==> src/hw/rtl/gsfr_pkg.sv <==
// ----------------------------------------------------------------------------
// gsfr_pkg
// Types, constants and the byte-wide CRC-16 update for the guide sensor
// frame receiver.
// ----------------------------------------------------------------------------
package gsfr_pkg;

  // Frame lengths in bytes
  localparam logic [3:0] LEN_8PT  = 4'd8;
  localparam logic [3:0] LEN_16PT = 4'd10;
  localparam logic [3:0] CNT_MAX  = 4'd15;

  // Data byte positions
  localparam logic [3:0] DATA_POS0 = 4'd5;
  localparam logic [3:0] DATA_POS1 = 4'd6;
  localparam logic [3:0] DATA_POS2 = 4'd7;

  // CRC-16/Modbus
  localparam logic [15:0] CRC_INIT = 16'hFFFF;
  localparam logic [15:0] CRC_POLY = 16'hA001;

  typedef enum logic [1:0] {
    ST_OK      = 2'd0,
    ST_BAD_LEN = 2'd1,
    ST_BAD_CRC = 2'd2
  } gsfr_status_t;

  typedef struct packed {
    logic [7:0] rx_byte;
    logic       frame_end;
  } gsfr_in_t;

  typedef struct packed {
    gsfr_status_t frame_status;
    logic [15:0]  point_bits;
  } gsfr_out_t;

  // One byte through the reflected CRC, LSB first
  function automatic logic [15:0] crc_feed(input logic [15:0] crc_in,
                                           input logic [7:0]  data);
    logic [15:0] c;
    c = crc_in ^ {8'h00, data};
    for (int k = 0; k < 8; k++) begin
      if (c[0]) begin
        c = (c >> 1) ^ CRC_POLY;
      end else begin
        c = c >> 1;
      end
    end
    return c;
  endfunction

endpackage

==> src/hw/rtl/guide_sensor_frame_receiver_unit.sv <==
// ----------------------------------------------------------------------------
// guide_sensor_frame_receiver_unit
// Checks a sensor reply frame byte by byte: length, CRC-16/Modbus, and
// extracts the detection point bits.
//
//   channel | direction | handshake            | payload
//   in_     | input     | in_valid / in_ready  | gsfr_in_t  (rx_byte, frame_end)
//   out_    | output    | out_valid / out_ready| gsfr_out_t (frame_status, point_bits)
//   cfg_    | input     | cfg_we (no wait)     | cfg_wdata = sixteen_point_mode
//
// One byte per cycle. The byte-wide CRC update and frame bookkeeping sit
// between the frame state registers and the result register.
// A result is registered in the cycle after its last byte and is held until taken;
// a byte is taken while the result register is empty or being drained.
// Synchronous active-low reset clears the frame state and sets 16-point mode.
// ----------------------------------------------------------------------------
module guide_sensor_frame_receiver_unit (
  input  logic              clk,
  input  logic              rst_n,
  input  logic              in_valid,
  output logic              in_ready,
  input  gsfr_pkg::gsfr_in_t  in_data,
  output logic              out_valid,
  input  logic              out_ready,
  output gsfr_pkg::gsfr_out_t out_data,
  input  logic              cfg_we,
  input  logic              cfg_wdata
);
  import gsfr_pkg::*;

  logic        mode_r;
  logic [3:0]  count_r, count_nxt;
  logic [15:0] crc_r, crc_nxt;
  logic [15:0] held_r, held_nxt;
  logic [23:0] data_r, data_nxt;
  logic        out_valid_r, out_valid_nxt;
  gsfr_out_t   out_r, out_nxt;

  logic        accept;
  logic [15:0] crc_upd;
  logic [15:0] held_upd;
  logic [23:0] data_upd;
  logic [3:0]  count_upd;
  logic [3:0]  expect_len;

  assign in_ready = !out_valid_r || out_ready;
  assign accept   = in_valid && in_ready;

  // Per-byte update of frame state
  always_comb begin
    crc_upd   = (count_r >= 4'd2) ? crc_feed(crc_r, held_r[15:8]) : crc_r;
    held_upd  = {held_r[7:0], in_data.rx_byte};
    data_upd  = data_r;
    case (count_r)
      DATA_POS0: data_upd[7:0]   = in_data.rx_byte;
      DATA_POS1: data_upd[15:8]  = in_data.rx_byte;
      DATA_POS2: data_upd[23:16] = in_data.rx_byte;
      default:   data_upd        = data_r;
    endcase
    count_upd  = (count_r == CNT_MAX) ? count_r : count_r + 4'd1;
    expect_len = mode_r ? LEN_16PT : LEN_8PT;
  end

  // Frame-end result and next state
  always_comb begin
    count_nxt     = count_r;
    crc_nxt       = crc_r;
    held_nxt      = held_r;
    data_nxt      = data_r;
    out_nxt       = out_r;
    out_valid_nxt = out_valid_r && !out_ready;
    if (accept) begin
      count_nxt = count_upd;
      crc_nxt   = crc_upd;
      held_nxt  = held_upd;
      data_nxt  = data_upd;
      if (in_data.frame_end) begin
        out_valid_nxt      = 1'b1;
        out_nxt.point_bits = 16'h0000;
        if (count_upd != expect_len) begin
          out_nxt.frame_status = ST_BAD_LEN;
        end else if (held_upd[15:8] != crc_upd[7:0] ||
                     held_upd[7:0] != crc_upd[15:8]) begin
          out_nxt.frame_status = ST_BAD_CRC;
        end else begin
          out_nxt.frame_status = ST_OK;
          if (mode_r) begin
            out_nxt.point_bits = {data_upd[16], data_upd[15:8], data_upd[7:1]};
          end else begin
            out_nxt.point_bits = {8'h00, data_upd[7:0]};
          end
        end
        // back to idle frame state
        count_nxt = 4'd0;
        crc_nxt   = CRC_INIT;
        held_nxt  = 16'h0000;
        data_nxt  = 24'h000000;
      end
    end
  end

  // Control and frame state
  always_ff @(posedge clk) begin
    if (!rst_n) begin
      mode_r      <= 1'b1;
      count_r     <= 4'd0;
      crc_r       <= CRC_INIT;
      held_r      <= 16'h0000;
      data_r      <= 24'h000000;
      out_valid_r <= 1'b0;
    end else begin
      if (cfg_we) begin
        mode_r <= cfg_wdata;
      end
      count_r     <= count_nxt;
      crc_r       <= crc_nxt;
      held_r      <= held_nxt;
      data_r      <= data_nxt;
      out_valid_r <= out_valid_nxt;
    end
  end

  // Result payload
  always_ff @(posedge clk) begin
    out_r <= out_nxt;
  end

  assign out_valid = out_valid_r;
  assign out_data  = out_r;

  // Checks
  a_end_clears: assert property (@(posedge clk) disable iff (!rst_n)
    accept && in_data.frame_end |=> count_r == 4'd0 && crc_r == CRC_INIT)
    else $error("frame state not cleared after last byte");

  a_end_result: assert property (@(posedge clk) disable iff (!rst_n)
    accept && in_data.frame_end |=> out_valid_r)
    else $error("no result after last byte");

  a_bad_no_points: assert property (@(posedge clk) disable iff (!rst_n)
    out_valid_r && out_r.frame_status != ST_OK |-> out_r.point_bits == 16'h0000)
    else $error("point bits set on failed frame");

  a_8pt_upper: assert property (@(posedge clk) disable iff (!rst_n)
    out_valid_r && !mode_r |-> out_r.point_bits[15:8] == 8'h00)
    else $error("upper point bits set in 8-point mode");

endmodule
==> config.mk <==
export PLATFORM = sky130hd
export DESIGN_NAME = guide_sensor_frame_receiver_unit
export DESIGN_NICKNAME = d
export VERILOG_FILES = /design/src/hw/rtl/gsfr_pkg.sv /design/src/hw/rtl/guide_sensor_frame_receiver_unit.sv
export SDC_FILE = /design/constraint.sdc
export NUM_CORES = 1
export LEC_CHECK = 0
export ABC_AREA = 0
export BUFFER_PORTS_ARGS = -buffer_cell sky130_fd_sc_hd__buf_2
export CORE_UTILIZATION = 25
export CTS_CLUSTER_SIZE = 8
export DETAILED_ROUTE_END_ITERATION = 16
export HOLD_SLACK_MARGIN = 0.08
export PLACE_DENSITY = 0.46
export SLEW_MARGIN = 25
export SYNTH_ARGS = -nofsm -noshare
export SYNTH_HDL_FRONTEND = slang
export SYNTH_SLANG_ARGS = --single-unit
==> constraint.sdc <==
create_clock -name clk -period 4.3 [get_ports clk]
set_clock_uncertainty 0.2 [all_clocks]
set_input_delay 0.86 -clock clk [delete_from_list [all_inputs] [get_ports clk]]
set_output_delay 0.86 -clock clk [all_outputs]
set_load 0.05 [all_outputs]
After elaboration in Yosys (flattened, before gate mapping)
Cells that the tools add are included.
W data, S select, Z words.
{"block": "word_totals", "output_inout_bits": 20, "regBits": 73, "wordCells": 59, "inputBits": 15}
{"block": "classes", "n_reduce_logical": 9, "addsub": 1, "muxes": 22, "n_lt_le_gt_ge": 1, "eq_ne": 7, "bitwise": 10}
{"operator": "$mux W16", "n": 11}
{"operator": "$mux W8", "n": 3}
{"operator": "$not A2 Y3", "n": 8}
{"operator": "$mux W17", "n": 1}
{"operator": "$ne A8 B8 Y1", "n": 2}
{"operator": "$xor A16 B8 Y16", "n": 1}
{"operator": "$eq A4 B3 Y1 const B", "n": 3}
{"operator": "$mux W4", "n": 2}
{"operator": "$add A4 B1 Y4 const B", "n": 1}
{"operator": "$eq A4 B4 Y1 const B", "n": 1}
{"operator": "$ge A4 B2 Y1 const B", "n": 1}
{"operator": "$mux W2", "n": 2}
{"operator": "$ne A4 B4 Y1", "n": 1}
{"operator": "$mux W1", "n": 3}
{"operator": "$reduce_or A3 Y1", "n": 1}
{"operator": "$logic_and A1 B1 Y1", "n": 2}
{"operator": "$logic_not A1 Y1", "n": 2}
{"operator": "$logic_or A1 B1 Y1", "n": 2}
{"operator": "$reduce_and A2 Y1", "n": 1}
{"operator": "$reduce_or A2 Y1", "n": 1}
{"operator": "$not A1 Y1", "n": 1}

Depth between registers and ports, before layout
Gate-level depths: netlist (run 1).
{"block": "logic_depth", "depth_word": 21, "ltp_mapped": 12}

Least setup slack after synthesis (run 1)
OpenSTA, ideal clock, no wires.
{"block": "synth_timing", "path_kind": "register to register", "startpoint": "reg count_r[0]", "endpoint": "reg out_r, in the netlist out_data[17] (data pin)", "stages_incl_launch_ff": 13, "arrival_time_ps": 2883, "path_buffers": 3, "setup_time_ps": 255, "setup_slack_ps": 962, "period_less_slack_ps": 3338, "path_cell_list": "dfxtp_1 > inv_1 > ha_1 > or4_1 > buf_6 > mux2i_4 > xnor2_1 > a2111oi_2 > o2111ai_1 > or4_1 > buf_4 > buf_6 > o21ba_2"}
{"block": "synth_between", "elab_chain_len": 5, "word_cells_on_any_way": 10}
{"item": "start: declaration", "line_no": "guide_sensor_frame_receiver_unit.sv:32", "rtl": "logic [3:0] count_r, count_nxt;"}
{"item": "start signal: assignment", "line_no": "guide_sensor_frame_receiver_unit.sv:115", "rtl": "count_r <= count_nxt;"}
{"item": "$ge A4 B2 Y1", "line_no": "guide_sensor_frame_receiver_unit.sv:51", "rtl": "crc_upd = (count_r >= 4'd2) ? crc_feed(crc_r, held_r[15:8]) : crc_r;"}
{"item": "$mux W16", "line_no": "guide_sensor_frame_receiver_unit.sv:51"}
{"item": "$ne A8 B8 Y1 (on tied branches)", "line_no": "guide_sensor_frame_receiver_unit.sv:82, guide_sensor_frame_receiver_unit.sv:83"}
{"item": "$logic_or A1 B1 Y1", "line_no": "guide_sensor_frame_receiver_unit.sv:82", "rtl": "end else if (held_upd[15:8] != crc_upd[7:0] ||"}
{"item": "$mux W2", "line_no": "guide_sensor_frame_receiver_unit.sv:82"}
{"item": "end signal: assignment", "line_no": "guide_sensor_frame_receiver_unit.sv:125", "rtl": "out_r <= out_nxt;"}
{"item": "end: declaration", "line_no": "guide_sensor_frame_receiver_unit.sv:37", "rtl": "gsfr_out_t out_r, out_nxt;"}
Parallel ways exist; a longest one is shown, timed or not.
A chain may end at the register's enable or synchronous reset.

Worst setup path after layout (run 1)
Same ends and word-level chain as after synthesis.

==> impl_metrics.toml, run 1 <==
[sta]
report.final.slew_viol_count = 0
min_period_over_period = 0.923
fin_ws_ns = 0.330
hold_violations = 0
setup_viol = 0
min_period_ns = 3.97
fmax_mhz = 252
relSlewSlack = 0.442
rsz0062_at_grt = "false"
setup_tns_ns = 0
worst_slew_pin_slew_ns = 0.834

[cts]
ctsHtreeMaxLevel = 3
cts.root.buffer_cell = "clkbuf_16"
cts_setup_buffers = 0
cts_hold_buf = 0
clkSinkCount = 73
clock_latency_ns = 0.34
cts-resized-gates = 0
clk_pin_slew_worst_paths_ns = 0.06
cts_max_path_buffers = 2
numCtsBuffers = 9
cts_tree = "built"

[routing]
routed_wl_mm = 10.4
firstDrtPassIters = 4
wire_per_inst_um = 15.6
drc_errors = 0
drtIter0Drc = 234
vias_per_cell = 4.75
vias = 3151
ant_nets = 0

[grt]
track_usage = 0.136
gr-total-overflow = 0
grt_pass1_wl_mm = 16.7
antenna_found_initial = 0
grt_start_max_net_pins = 40
first_global_vias = 3024

[setup_path]
crit_start = "count_r[0]$_SDFFE_PN0P_"
crit_type = "reg2reg"
worstPathRequired_ns = 4.20
cp-end-kind = "register"
worst-endpoint-arrival_ns = 3.87
start_kind = "register"
crit_path_max_fanout = 13
reg2reg_from = "count_r[0]$_SDFFE_PN0P_"

[yosys]
synth_top_cell_by_area = "dfxtp_1"
synth-seq-cells = 73
yosysWarningCount = 0
synthTopCellsByArea = "dfxtp_1 (28%), edfxtp_1 (14%), xnor2_1 (6.7%)"
netlist.area_leader.share = 0.280
synth_edf_count = 18
synth_nets = 437
ys.flop_type = "dfxtp_1"
ys_seq_area_frac = 0.417
synth.avg_cell_area_um2 = 9.39
syn_inst = 419
yosysUniqueCellTypes = 51
netlist_area_um2 = 3940
synthArstFlopShare = 0

[cells_and_area]
multi_input_area_um2 = 2140
nFillCells = 1609
layout_common_cells = "nand2_1 (59), dfxtp_1 (55), buf_2 (34)"
utilization = 0.302
final_net_count = 465
seqCellArea_um2 = 1640
drive_gt1_frac = 0.168
antenna_cells = 0
syn_to_final_growth_pct = 17.1
fin_area_um2 = 4610
layout_commonest_cell = "nand2_1"

[floorplanning]
initial_utilization = 0.258
coreArea_um2 = 15300
fp.dieW_um = 127
num_rows = 45
ios = 35
die_area_um2 = 16200
dieHeight_um = 127

[pwr]
finalPower_mw = 1.66
power_density_nw_per_um2 = 361
leakagePower_nw = 1.70
ir_worst_vdd_mv = 0.179

[placement]
io_buffers = 34
place_ws_ns = 0.344
postPlaceCellArea_um2 = 4320
routabilityCongestion = 0.842
hpwl_mm = 7.38

[min_path]
hp-class = "reg2reg"
worstHoldStart = "held_r[0]$_SDFFE_PN0P_"

[job]
max-cap-violations = 0

[run_status]
status = "completed"
## kinds of logic (layout without fill, tap and decap cells)
kind of cell,after synthesis,in the layout,share of synthesized area
simple gates,162,162,0.223
fa+ha+maj,3,3,0.00954
xor+xnor,39,39,0.0938
flops,73,73,0.417
mux,21,21,0.0579
buf+inv,35,68,0.0385
compound gates,86,86,0.160
## where the power goes
group / internal [mW] / switching (mW)
logic: 0.0662 / 0.125
clock network: 0.445 / 0.294
registers: 0.718 / 0.0144
total: 1.23 / 0.433
## final timing paths
kind,cells after the start,slack [ns],end
setup / recovery,11,0.33,out_data[17]$_SDFFCE_PP0P_
hold / removal,2,0.27,held_r[0]$_SDFFE_PN0P_
setup reg to reg,11,0.33,out_data[17]$_SDFFCE_PP0P_
hold reg to reg,2,0.27,held_r[0]$_SDFFE_PN0P_
## cells in the mapped netlist, types with 2 or more instances
cell type	count
nand3b_1	7
a21boi_0	15
xnor3_1	2
a211oi_1	4
a2111oi_2	5
mux2i_1	16
ha_1	3
or4_1	2
nor2_1	18
nor4b_1	4
buf_6	2
a21oi_1	16
a22oi_1	15
xnor2_1	30
nor4_1	2
dfxtp_1	55
and3_1	3
edfxtp_1	18
nand2b_1	2
nand3_1	10
nor2b_1	29
o21ai_0	7
o211ai_1	10
nor3b_1	2
clkbuf_1	22
nor4b_2	4
or2_2	3
mux2_2	4
o21ai_1	3
and2_1	4
inv_1	9
nand2_1	59
xor2_1	7
nor3_1	10
## per-layer routing
| layer | wire, um | global-route usage | vias to the layer above |
|---|---|---|---|
| met1 | 5060 | 0.179 | 1546 |
| met4 | 194 | 0.0686 | 0 |
| met2 | 4850 | 0.215 | 42 |
| li1 | - | - | 1553 |
| met3 | 266 | 0.0235 | 10 |
| met5 | 0 | 0 | - |
## per-stage QoR
step	hold WS [ns]	std cells
after global routing	0.304	663
final	0.271	663
after detailed placement	0.268	647
after global placement	0.255	647
after CTS	0.276	663
after floorplan	0.243	419
## sequential cells by signal, summed over array words and instances, names as in the netlist
signal and cells:
mode_r 1, held_r 16, out_data 18, count_r 4, crc_r 16, out_valid 1
data_r 17
## final cells by class
class,instances,share of cell area
clock buffers,10,0.0497
clock inverters,6,0.0128
inverters,9,0.00733
multi-input cells,311,0.465
flip-flops and latches,73,0.356
well taps,211,0.0573
repair buffers,43,0.0516
## critical path: stages, from the launching register on
cell and delay [ns]:
dfxtp_1 0.46, inv_1 0.07, ha_1 0.22, or4_1 0.63, buf_4 0.28, mux2i_1 0.14, xnor2_1 0.15, a2111oi_2 0.21
o2111ai_1 0.14, or4_1 0.72, buf_4 0.29, o21ba_2 0.20
(Power assumes the default switching activity.)
==> run 2: changes to the inputs <==
Settings changed: HOLD_SLACK_MARGIN 0.08 to 0.02.
Clock period 4.3 ns to 5 ns, I/O delays scaled along.
==> run 2 against run 1 <==
Compared with the run above:
- count of clock-buffer cells in the layout rose by 1
- hold slack got worse by 0.0045 ns
- cell count fell by 0.60%
- critical endpoint is now out_data[6]$_SDFFCE_PP0P_
==> impl_metrics.toml, run 2 (synthesis results as in run 1) <==
[routing]
vias = 3052
routed_wl_mm = 10.2
vias_per_cell = 4.63
drtIter0Drc = 201
met3WireLength_um = 362
drc_errors = 0
top_layer_used = "met4"
wire_per_inst_um = 15.5
drt-met1-wl_mm = 4.96
wl_met2_mm = 4.67
ant_nets = 0
firstDrtPassIters = 4

[cells_and_area]
drive_gt1_frac = 0.161
largest_register_ffs = 18
layout_common_cells = "nand2_1 (59), dfxtp_1 (55), buf_2 (34)"
final_net_count = 461
syn_to_final_growth_pct = 16.0
layout_commonest_cell = "nand2_1"
final_cells = 659
antenna_cells = 0

[floorplanning]
ios = 35
dieHeight_um = 127
die_area_um2 = 16200
coreArea_um2 = 15300
fp.dieW_um = 127
num_rows = 45
initial_utilization = 0.258

[cts]
cts_max_path_buffers = 2
cts.root.buffer_cell = "clkbuf_16"
numCtsBuffers = 9
cts_hold_buf = 0
cts-resized-gates = 0
cts_setup_buffers = 0
clk_pin_slew_worst_paths_ns = 0.06
cts_tree = "built"
clock_latency_ns = 0.34
clkSinkCount = 73
ctsHtreeMaxLevel = 3

[sta]
holdWs_ns = 0.267
fmax_mhz = 250
rsz0062_at_grt = "false"
min_period_ns = 4.00
hold_violations = 0
setup_tns_ns = 0
relSlewSlack = 0.375
min_period_over_period = 0.800
setup_viol = 0
report.final.slew_viol_count = 0
worst_slew_pin_slew_ns = 0.936
fin_ws_ns = 1.00

[placement]
io_buffers = 34
routabilityCongestion = 0.837
place_ws_ns = 0.964
hpwl_mm = 7.11
dp_cells = 643

[grt]
antenna_found_initial = 0
first_global_vias = 2984
grt_pass1_wl_mm = 16.6
track_usage = 0.136
grt_start_max_net_pins = 40
gr-total-overflow = 0

[setup_path]
reg2reg_depth = 10
worst-endpoint-arrival_ns = 3.93
start_kind = "register"
worstPathRequired_ns = 4.93
crit_type = "reg2reg"
cp-end-kind = "register"
r2r_slack_ns = 1.00
crit_path_max_fanout = 17

[pwr]
finalPower_mw = 1.39
power_density_nw_per_um2 = 305
internal_power_mw = 1.02
leakagePower_nw = 1.67
swShare = 0.267
ir_worst_vdd_mv = 0.168
power_frac_clock = 0.432
seqPwrFrac = 0.454
combPwrFrac = 0.114
power_switching_mw = 0.373

[min_path]
hp-class = "reg2reg"
min_path_cells = 2

[job]
max-cap-violations = 0

[run_status]
status = "completed"
==> run 2: cell count changes in the layout (fill, tap and decap cells not counted) <==
cell	change
clkinvlp_4	+1
clkbuf_8	+1
clkinv_2	-1
bufinv_16	-1
buf_4	-4
==> run 2: power groups by stage <==
stage	combinational, mW	sequential (mW)	clock [mW]
floorplan	0.0998	0.659	0
global placement	0.159	0.646	0
detailed placement	0.160	0.646	0
CTS	0.161	0.633	0.622
global route	0.173	0.635	0.648
finish	0.158	0.633	0.601
==> run 2: layout make-up <==
class,instances,area (um2)
repair buffers,39,208
flip-flops and latches,73,1640
well taps,211,264
multi-input cells,311,2140
fillers,1632,10700
clock buffers,11,243
clock inverters,5,31.3
inverters,9,33.8
==> run 2: metal layers <==
metal	vias to the layer above	track usage
met1	1456	0.179
li1	1538	-
met2	45	0.211
met4	0	0.0672
met5	-	0
met3	13	0.0281
==> run 2: per-stage QoR <==
step	instance area, um2	utilization
final	4560	0.299
after CTS	4560	0.299
after detailed placement	4290	0.281
after global placement	4290	0.281
after global routing	4560	0.299
after floorplan	3940	-
==> run 2: final timing paths <==
path | endpoint | start
max | out_data[6]$_SDFFCE_PP0P_ | count_r[0]$_SDFFE_PN0P_
max reg2reg | out_data[6]$_SDFFCE_PP0P_ | count_r[0]$_SDFFE_PN0P_
min reg2reg | held_r[0]$_SDFFE_PN0P_ | held_r[0]$_SDFFE_PN0P_
min | held_r[0]$_SDFFE_PN0P_ | held_r[0]$_SDFFE_PN0P_
==> run 2: worst max-delay path, stage by stage (launching register included) <==
cell       delay [ns]
dfxtp_1          0.44
inv_1            0.07
ha_1             0.22
or4_1            0.61
buf_4            0.27
mux2i_1          0.19
xnor2_1          0.09
a2111oi_2        0.20
o2111ai_1        0.15
or4_1            0.84
a2111oi_1        0.50
